### config.mk
export PLATFORM = sky130hd
export DESIGN_NAME = bpi_ctrl
export DESIGN_NICKNAME = d
export VERILOG_FILES = /design/src/rtl/core/bpi_pkg.sv /design/src/rtl/core/bpi_ctrl.sv
export SDC_FILE = /design/constraint.sdc
export NUM_CORES = 1
export LEC_CHECK = 0
export BUFFER_PORTS_ARGS = -buffer_cell sky130_fd_sc_hd__buf_2
export CORE_ASPECT_RATIO = 1.25
export CORE_MARGIN = 2
export CORE_UTILIZATION = 24
export CTS_BUF_LIST = sky130_fd_sc_hd__clkbuf_16
export CTS_CLUSTER_DIAMETER = 60
export CTS_CLUSTER_SIZE = 10
export DETAILED_ROUTE_END_ITERATION = 10
export SYNTH_ARGS = -nofsm -noshare
export SYNTH_HDL_FRONTEND = slang
export SYNTH_SLANG_ARGS = --single-unit
### constraint.sdc
create_clock -name aclk -period 1.8 [get_ports aclk]
set_input_delay 0.18 -clock aclk [delete_from_list [all_inputs] [get_ports aclk]]
set_output_delay 0.18 -clock aclk [all_outputs]
set_load 0.01 [all_outputs]
### src/rtl/core/bpi_pkg.sv
package bpi_pkg;

    // board and binomial table geometry
    localparam int unsigned SQUARES   = 32;
    localparam int unsigned TBL_DIM   = SQUARES + 1;
    localparam int unsigned TBL_DEPTH = TBL_DIM * TBL_DIM;
    localparam int unsigned ADDR_W    = $clog2(TBL_DEPTH);
    localparam int unsigned SQ_W      = $clog2(SQUARES);
    localparam int unsigned CNT_W     = $clog2(SQUARES + 1);
    localparam int unsigned RANK_W    = SQ_W - 2;
    localparam int unsigned WORD_W    = 32;
    localparam int unsigned IN_W      = 4 * WORD_W;

    // datapath operations issued by the controller
    typedef enum logic [3:0] {
        OP_NOP,
        OP_FILL_RD,
        OP_FILL_WR,
        OP_LOAD,
        OP_MEN,
        OP_KING,
        OP_RNG_B,
        OP_RNG_W,
        OP_RNG_K,
        OP_MUL_R12,
        OP_MUL_R123,
        OP_MUL_WM,
        OP_MUL_BK,
        OP_MUL_WK,
        OP_MUL_FIN,
        OP_PUSH
    } op_t;

    typedef struct packed {
        op_t              op;
        logic [SQ_W-1:0]  sq;
    } cmd_t;

    typedef struct packed {
        logic fill_last;
        logic out_free;
    } sts_t;

    // flat address of entry C(n,k) in the binomial memory
    function automatic logic [ADDR_W-1:0] tbl_addr(input logic [CNT_W-1:0] n,
                                                   input logic [CNT_W-1:0] k);
        tbl_addr = ADDR_W'(n) * ADDR_W'(TBL_DIM) + ADDR_W'(k);
    endfunction

endpackage

### src/rtl/core/bpi_ctrl.sv
module bpi_ctrl import bpi_pkg::*; (
    input  logic aclk,
    input  logic aresetn,
    input  logic s_tvalid,
    input  sts_t sts,
    output logic s_tready,
    output cmd_t cmd
);

    typedef enum logic [14:0] {
        ST_FILL_RD  = 15'b000000000000001,
        ST_FILL_WR  = 15'b000000000000010,
        ST_IDLE     = 15'b000000000000100,
        ST_MEN      = 15'b000000000001000,
        ST_KING     = 15'b000000000010000,
        ST_RNG_B    = 15'b000000000100000,
        ST_RNG_W    = 15'b000000001000000,
        ST_RNG_K    = 15'b000000010000000,
        ST_MUL_R12  = 15'b000000100000000,
        ST_MUL_R123 = 15'b000001000000000,
        ST_MUL_WM   = 15'b000010000000000,
        ST_MUL_BK   = 15'b000100000000000,
        ST_MUL_WK   = 15'b001000000000000,
        ST_MUL_FIN  = 15'b010000000000000,
        ST_OUT      = 15'b100000000000000
    } state_t;

    state_t          state_reg, state_next;
    logic [SQ_W-1:0] sq_reg, sq_next;

    // sequencer: fill pass, square scan, radices, products, output
    always_comb begin
        state_next = state_reg;
        sq_next    = sq_reg;
        cmd.op     = OP_NOP;
        cmd.sq     = sq_reg;
        case (state_reg)
            ST_FILL_RD: begin
                cmd.op     = OP_FILL_RD;
                state_next = ST_FILL_WR;
            end
            ST_FILL_WR: begin
                cmd.op     = OP_FILL_WR;
                state_next = sts.fill_last ? ST_IDLE : ST_FILL_RD;
            end
            ST_IDLE: begin
                if (s_tvalid) begin
                    cmd.op     = OP_LOAD;
                    sq_next    = '0;
                    state_next = ST_MEN;
                end
            end
            ST_MEN: begin
                cmd.op     = OP_MEN;
                state_next = ST_KING;
            end
            ST_KING: begin
                cmd.op = OP_KING;
                if (sq_reg == SQ_W'(SQUARES - 1)) begin
                    state_next = ST_RNG_B;
                end else begin
                    sq_next    = sq_reg + SQ_W'(1);
                    state_next = ST_MEN;
                end
            end
            ST_RNG_B: begin
                cmd.op     = OP_RNG_B;
                state_next = ST_RNG_W;
            end
            ST_RNG_W: begin
                cmd.op     = OP_RNG_W;
                state_next = ST_RNG_K;
            end
            ST_RNG_K: begin
                cmd.op     = OP_RNG_K;
                state_next = ST_MUL_R12;
            end
            ST_MUL_R12: begin
                cmd.op     = OP_MUL_R12;
                state_next = ST_MUL_R123;
            end
            ST_MUL_R123: begin
                cmd.op     = OP_MUL_R123;
                state_next = ST_MUL_WM;
            end
            ST_MUL_WM: begin
                cmd.op     = OP_MUL_WM;
                state_next = ST_MUL_BK;
            end
            ST_MUL_BK: begin
                cmd.op     = OP_MUL_BK;
                state_next = ST_MUL_WK;
            end
            ST_MUL_WK: begin
                cmd.op     = OP_MUL_WK;
                state_next = ST_MUL_FIN;
            end
            ST_MUL_FIN: begin
                cmd.op     = OP_MUL_FIN;
                state_next = ST_OUT;
            end
            ST_OUT: begin
                if (sts.out_free) begin
                    cmd.op     = OP_PUSH;
                    state_next = ST_IDLE;
                end
            end
            default: begin
                state_next = ST_IDLE;
            end
        endcase
    end

    // state registers
    always_ff @(posedge aclk) begin
        if (!aresetn) begin
            state_reg <= ST_FILL_RD;
            sq_reg    <= '0;
        end else begin
            state_reg <= state_next;
            sq_reg    <= sq_next;
        end
    end

    assign s_tready = (state_reg == ST_IDLE);

endmodule

### Word-level counts from Yosys, hierarchy flattened

Index checks and enable logic that the tools add are counted.

| word-level totals | value |
|---|---|
| word-level logic and storage cells | 36 |
| bits of input ports | 5 |
| output and inout port bits | 10 |
| register bits after elaboration | 20 |

| cells by class | value |
|---|---|
| $add $sub $neg | 1 |
| reduce and logical (&&, ||, !) cells | 3 |
| equality and inequality tests | 19 |
| multiplexer cells | 11 |

Operators by type and width:

| kind | count |
|---|---|
| case mux 15 bit (15 select lines) | 1 |
| case mux 4 bit (15 select lines) | 1 |
| 2-to-1 mux 15 bit | 2 |
| equality test 15 x 1 -> 1 bit (second input constant) | 1 |
| equality test 15 x 10 -> 1 bit (second input constant) | 1 |
| equality test 15 x 11 -> 1 bit (second input constant) | 1 |
| equality test 15 x 12 -> 1 bit (second input constant) | 1 |
| equality test 15 x 13 -> 1 bit (second input constant) | 1 |
| equality test 15 x 14 -> 1 bit (second input constant) | 1 |
| equality test 15 bit (second input constant) | 1 |
| equality test 15 x 2 -> 1 bit (second input constant) | 1 |
| equality test 15 x 3 -> 1 bit (second input constant) | 1 |
| equality test 15 x 4 -> 1 bit (second input constant) | 1 |
| equality test 15 x 5 -> 1 bit (second input constant) | 1 |
| equality test 15 x 6 -> 1 bit (second input constant) | 1 |
| equality test 15 x 7 -> 1 bit (second input constant) | 1 |
| equality test 15 x 8 -> 1 bit (second input constant) | 1 |
| equality test 15 x 9 -> 1 bit (second input constant) | 1 |
| 2-to-1 mux 5 bit | 2 |
| case mux 5 bit (2 select lines) | 1 |
| 2-to-1 mux 6 bit | 1 |
| != test 2 bit (second input constant) | 3 |
| adder 5 x 1 -> 5 bit (second input constant) | 1 |
| equality test 5 bit (second input constant) | 1 |
| 6 further kinds | 6 |

### Longest topological paths before layout

Gate-level depths: netlist (run 1).

| depth | value |
|---|---|
| depth in word-level cells | 3 |
| depth in mapped cells | 7 |

### Least setup slack after synthesis (run 1)

Ideal clock, no wire load.

| path | value |
|---|---|
| path kind | reg-to-output |
| start point | register state_reg[4] |
| end point | output cmd[6] (netlist bit) |
| arrival | 1,796 ps |
| cell stages (with the launch flop) | 6 |
| slack | -176 ps |
| data required time | 1,620 ps |
| cells stage by stage | dfxtp_1 -> buf_2 -> nor4_1 -> nand3_1 -> o311a_1 -> or4b_2 |

RTL lines:

| item | line | text |
|---|---|---|
| start, declared | bpi_ctrl.sv:28 | `state_t state_reg, state_next;` |
| start signal, assigned | bpi_ctrl.sv:120 | `state_reg <= state_next;` |
| end, declared | bpi_ctrl.sv:7 | `output cmd_t cmd` |

==> results.py, run 1 <==
metrics = {
    "detailed_routing": {
        "ant_nets": 0,
        "wl_per_cell_um": 16.3,
        "drt_pass1_iterations": 4,
        "num_vias": 1513,
        "drc": 0,
        "vias_per_cell": 5.15,
        "drt_iter0_drc": 95,
        "wl_mm": 4.80,
    },
    "worst_setup_path": {
        "cp_slowest_cell": "or4_4",
        "crit_type": "reg2out",
        "r2r_start": "state_reg[6]",
        "worstPathArrival_ns": 2.05,
        "critical_path_depth": 7,
        "critPathTopFamily": "simple AND/OR/NAND/NOR gates",
        "cp-startpoint": "state_reg[6]",
        "path_buf_inv": 2,
        "crit_path_start_kind": "register",
        "reg2reg_depth": 6,
        "path_max_fanout": 5,
        "cp-end-kind": "primary output",
        "required_ns": 1.62,
        "slowest_delay_ns": 0.62,
        "crit_path_cell_trace": "or4_4 > buf_4 > nor2_4 > nand4_1 > o21ai_2 > o21bai_4 > buf_6",
    },
    "place": {
        "dp.cells": 279,
        "numPortBuffers": 14,
        "place_congestion": 0.885,
        "dpl.hpwl_mm": 3.10,
    },
    "synth": {
        "synth_fp_nets": 165,
        "async_flop_share_pct": 0,
        "ys.flop_type": "dfxtp_1",
        "yosys_warnings": 0,
        "syn_avg_cell_area_um2": 8.12,
        "ys_seq_area_share_pct": 31.2,
        "ys_seq_elements": 20,
        "yosysTopAreaCellShare_pct": 31.2,
        "synth_edf_count": 0,
        "synth.distinct_cells": 45,
        "synth_cells": 158,
        "synth_area_leaders": "dfxtp_1, nor2_1, nor4_1, nor4b_1, nor4_4",
        "synth_top_area_cell": "dfxtp_1",
        "synth_area_um2": 1280,
    },
    "finish": {
        "areaGrowthSynthToFinish_pct": 77.5,
        "nets": 240,
        "multi_input_area_um2": 1030,
        "largest_reg_flops": 15,
        "fill_cells": 465,
        "fin_util_pct": 44.5,
        "layout_common_cells": "buf_4, buf_2, nand2_1, dfxtp_2",
        "seq_area_um2": 423,
        "layout_commonest_cell": "buf_4",
        "antenna_cells": 0,
        "stdcell_count": 294,
        "drive_gt1_share_pct": 60.8,
    },
    "status": {
        "status": "complete, but fails checks",
        "violations": "negative setup slack",
    },
    "job": {
        "maxCapViolCount": 0,
    },
    "hold_path": {
        "hp-class": "in2reg",
        "worstHoldPathCells": 2,
        "min_from": "sts[1]",
    },
    "floorplanning": {
        "io-pin-count": 15,
        "placementRows": 29,
        "die-area_um2": 5950,
        "fp.dieW_um": 69.4,
        "core_um2": 5120,
        "die_height_um": 85.7,
        "initial_core_util_pct": 25.1,
    },
    "grt": {
        "grt_pass1_vias": 1455,
        "grt_overflow_total": 0,
        "grt_usage_pct": 14.6,
        "grt_pass1_wl_mm": 6.84,
        "grt_antenna_before_repair": 0,
        "grt_max_degree": 13,
    },
    "pwr": {
        "leakagePower_nw": 0.977,
        "ir_drop_mv": 0.418,
        "p_per_area_nw_per_um2": 652,
    },
    "clock_tree": {
        "clkLatencyLatePin_ns": 0.26,
        "cts_tree": "done",
        "cts_root_buf": "clkbuf_16",
        "cts_made_buffers": 3,
        "h-tree-depth": 1,
        "clockBufferDepth": 2,
        "cts.reportedPaths.clkPinSlew_ns": 0.06,
        "cts_sinks": 20,
    },
    "timing": {
        "period_needed_ns": 2.23,
        "setup_violations": 14,
        "period_share_pct": 124,
        "hold_viol": 0,
        "slew_headroom_pct": 70.8,
        "rsz0062_at_grt": "yes",
        "max_freq_ghz": 0.448,
        "worst_slew_pin_slew_ns": 0.433,
        "slew_violations": 0,
        "layout_setup_ws_ns": -0.434,
        "fin_worst_skew_ns": 0.00387,
    },
}
-- metrics by stage --
stage	area, um^2	power [mW]	hold slack, ns	TNS (ns)	setup slack, ns
2_1_floorplan	1320	0.611	0.256	-0.374	-0.118
3_3_place_gp	1810	0.741	0.399	-1.55	-0.244
3_5_place_dp	1810	0.743	0.405	-1.64	-0.249
4_1_cts	2020	1.39	0.126	-1.86	-0.336
5_1_grt	2280	1.53	0.139	-4.32	-0.477
6_report	2280	1.48	0.122	-2.96	-0.434
-- synth_stat cells, drive strengths merged (3+ instances only) --
library cell,count
or4,3
o211ai,3
nor2,14
inv,8
nand3,6
nand4,6
dfxtp,20
a21oi,3
nor4b,5
or2,3
buf,8
o21ai,8
clkbuf,3
nor4,10
nand2,10
or3,5
and3,5
nor3,8
nand2b,3
-- kinds of logic after synthesis --
logic type               share of synthesized area, %
adder cells (fa/ha/maj)                          1.95
AO/OA/AOI/OAI                                    14.3
flip-flops                                       31.2
buffers and inverters                            6.83
multiplexers                                     1.56
XOR/XNOR                                         2.73
AND/OR/NAND/NOR                                  41.4
-- routing by layer --
metal | vias to the layer above | global-route usage, % | part of all wire [%]
met2 | 39 | 23.9 | 50
met1 | 714 | 17.7 | 41
met5 | - | 0 | 0
met4 | 0 | 10.3 | 4.4
met3 | 14 | 2.00 | 4.2
li1 | 746 | - | -
-- power by group --
part | internal [mW] | total (mW) | switching, mW
clock network | 0.442 | 0.631 | 0.189
registers | 0.453 | 0.473 | 0.0196
logic | 0.200 | 0.381 | 0.181
total | 1.10 | 1.48 | 0.389
-- worst paths after layout --
path                       end  slack (ns)
setup / recovery        cmd[8]       -0.43
hold / removal    state_reg[0]        0.12
setup reg to reg     sq_reg[4]       -0.26
hold reg to reg      sq_reg[3]        0.55
-- layout make-up --
cell class | instances | share of cell area, %
flip-flops and latches | 20 | 18.6
well taps | 62 | 3.41
repair buffers | 81 | 26.9
clock inverters | 1 | 1.32
multi-input cells | 119 | 45.1
inverters | 8 | 1.32
clock buffers | 3 | 3.30
-- what timing repair did --
item                                    4_1_cts  5_1_grt
resized for setup                            27       41
buffers inserted                              2        9
hold buffers                                  0        0
pin swaps                                     2       21
endpoints found under the setup margin       20       24
Power figures use the tool's default switching activity.
==> run 2: changes to the inputs <==
Settings changed: HOLD_SLACK_MARGIN from default to 0.15.
==> results.py, run 2 (synthesis gave the netlist of run 1 again) <==
metrics = {
    "status": {
        "status": "complete, but fails checks",
        "violations": "negative setup slack",
    },
    "place": {
        "dpl.hpwl_mm": 3.10,
        "place_congestion": 0.885,
        "dpl_cell_area_um2": 1810,
        "numPortBuffers": 14,
    },
    "grt": {
        "grt_antenna_before_repair": 0,
        "grt_usage_pct": 14.6,
        "grt_max_degree": 13,
        "grt_pass1_wl_mm": 6.84,
        "grt_pass1_vias": 1462,
        "grt_overflow_total": 0,
    },
    "finish": {
        "largest_reg_flops": 15,
        "drive_gt1_share_pct": 60.5,
        "layout_common_cells": "buf_4, buf_2, nand2_1, dfxtp_2",
        "antenna_cells": 0,
        "nets": 241,
        "fin_util_pct": 44.7,
        "layout_commonest_cell": "buf_4",
        "areaGrowthSynthToFinish_pct": 78.2,
        "postLayoutCellArea_um2": 2290,
    },
    "worst_setup_path": {
        "crit_path_start_kind": "register",
        "worstPathArrival_ns": 2.05,
        "cp_slowest_cell": "or4_4",
        "slowest_delay_ns": 0.62,
        "path_buf_inv": 2,
        "r2r_start": "state_reg[6]",
        "path_max_fanout": 5,
        "required_ns": 1.62,
        "crit_path_cell_trace": "or4_4 > buf_4 > nor2_4 > nand4_1 > o21ai_2 > o21bai_4 > buf_6",
        "cp-startpoint": "state_reg[6]",
        "crit_type": "reg2out",
        "cp-end-kind": "primary output",
        "critPathTopFamily": "simple AND/OR/NAND/NOR gates",
    },
    "timing": {
        "rsz0062_at_grt": "yes",
        "period_needed_ns": 2.23,
        "max_freq_ghz": 0.448,
        "slew_headroom_pct": 70.7,
        "period_share_pct": 124,
        "layout_setup_ws_ns": -0.435,
        "setup_violations": 13,
        "tns_ns": -2.94,
        "hold_viol": 0,
        "slew_violations": 0,
        "worst_slew_pin_slew_ns": 0.433,
        "fin_worst_skew_ns": 0.00293,
    },
    "pwr": {
        "combPwrFrac_pct": 25.8,
        "p_switching_uw": 388,
        "clock_power_share_pct": 42.3,
        "internal_power_mw": 1.10,
        "p_per_area_nw_per_um2": 650,
        "ir_drop_mv": 0.419,
        "seq_power_share_pct": 31.9,
        "sw_frac_of_total_pct": 26.1,
        "leakagePower_nw": 0.982,
    },
    "clock_tree": {
        "clockBufferDepth": 2,
        "cts_sinks": 20,
        "cts_made_buffers": 3,
        "cts_root_buf": "clkbuf_16",
        "cts.reportedPaths.clkPinSlew_ns": 0.06,
        "h-tree-depth": 1,
        "clkLatencyLatePin_ns": 0.26,
        "cts_tree": "done",
    },
    "detailed_routing": {
        "num_vias": 1514,
        "wl_per_cell_um": 16.3,
        "ant_nets": 0,
        "vias_per_cell": 5.13,
        "wl_mm": 4.80,
        "drc": 0,
        "drt_iter0_drc": 118,
        "drt_pass1_iterations": 4,
    },
    "job": {
        "maxCapViolCount": 0,
    },
    "floorplanning": {
        "initial_core_util_pct": 25.1,
        "core_um2": 5120,
        "fp.dieW_um": 69.4,
        "die_height_um": 85.7,
        "placementRows": 29,
        "io-pin-count": 15,
        "die-area_um2": 5950,
    },
    "hold_path": {
        "min_from": "aresetn",
        "hp-class": "in2reg",
    },
}
run 2: cell count changes in the layout (fill, tap and decap cells not counted), sizes merged:
cell	delta
dlygate4sd3	+1
run 2: timing repair:
item,4_1_cts,5_1_grt
resized for setup,27,41
hold buffers,1,0
setup endpoints to repair,20,24
buffers inserted,2,9
endpoints found under the hold margin,1,0
pin swaps,2,21
run 2: layout make-up:
cell class / count / area, um^2
multi-input combinational: 119 / 1030
sequential: 20 / 423
clock buffer: 3 / 75.1
timing repair buffer: 82 / 623
fill: 464 / 2830
clock inverter: 1 / 30.0
tap: 62 / 77.6
inverter: 8 / 30.0
run 2: final timing paths:
kind                                     end  slack, ns  cells past startpoint
worst min-delay path            state_reg[0]       0.16                      2
worst max-delay path                  cmd[8]      -0.43                      7
worst min register to register     sq_reg[3]       0.55                      2
worst max register to register     sq_reg[4]      -0.26                      6
run 2: per-stage QoR:
step / total power [mW] / hold slack, ns / instances / worst slack, ns
after CTS: 1.39 / 0.153 / 286 / -0.336
after detailed placement: 0.743 / 0.405 / 279 / -0.249
after floorplan: 0.611 / 0.256 / 158 / -0.118
after global routing: 1.53 / 0.165 / 295 / -0.477
after global placement: 0.741 / 0.399 / 279 / -0.244
final: 1.48 / 0.155 / 295 / -0.435
run 2: layer usage:
layer  global-route usage [%]  up-vias  part of all wire [%]
li1                         -      748                     -
met1                     17.7      708                    41
met2                     24.0       44                    50
met3                     1.88       14                   4.7
met4                     10.3        0                   4.4
met5                        0        -                     0
run 2: power groups by stage:
stage,logic (mW),clock network (mW),registers [mW]
6_report,0.383,0.628,0.473
5_1_grt,0.404,0.656,0.474
4_1_cts,0.288,0.631,0.474
3_5_place_dp,0.263,0,0.481
3_3_place_gp,0.261,0,0.480
2_1_floorplan,0.143,0,0.468
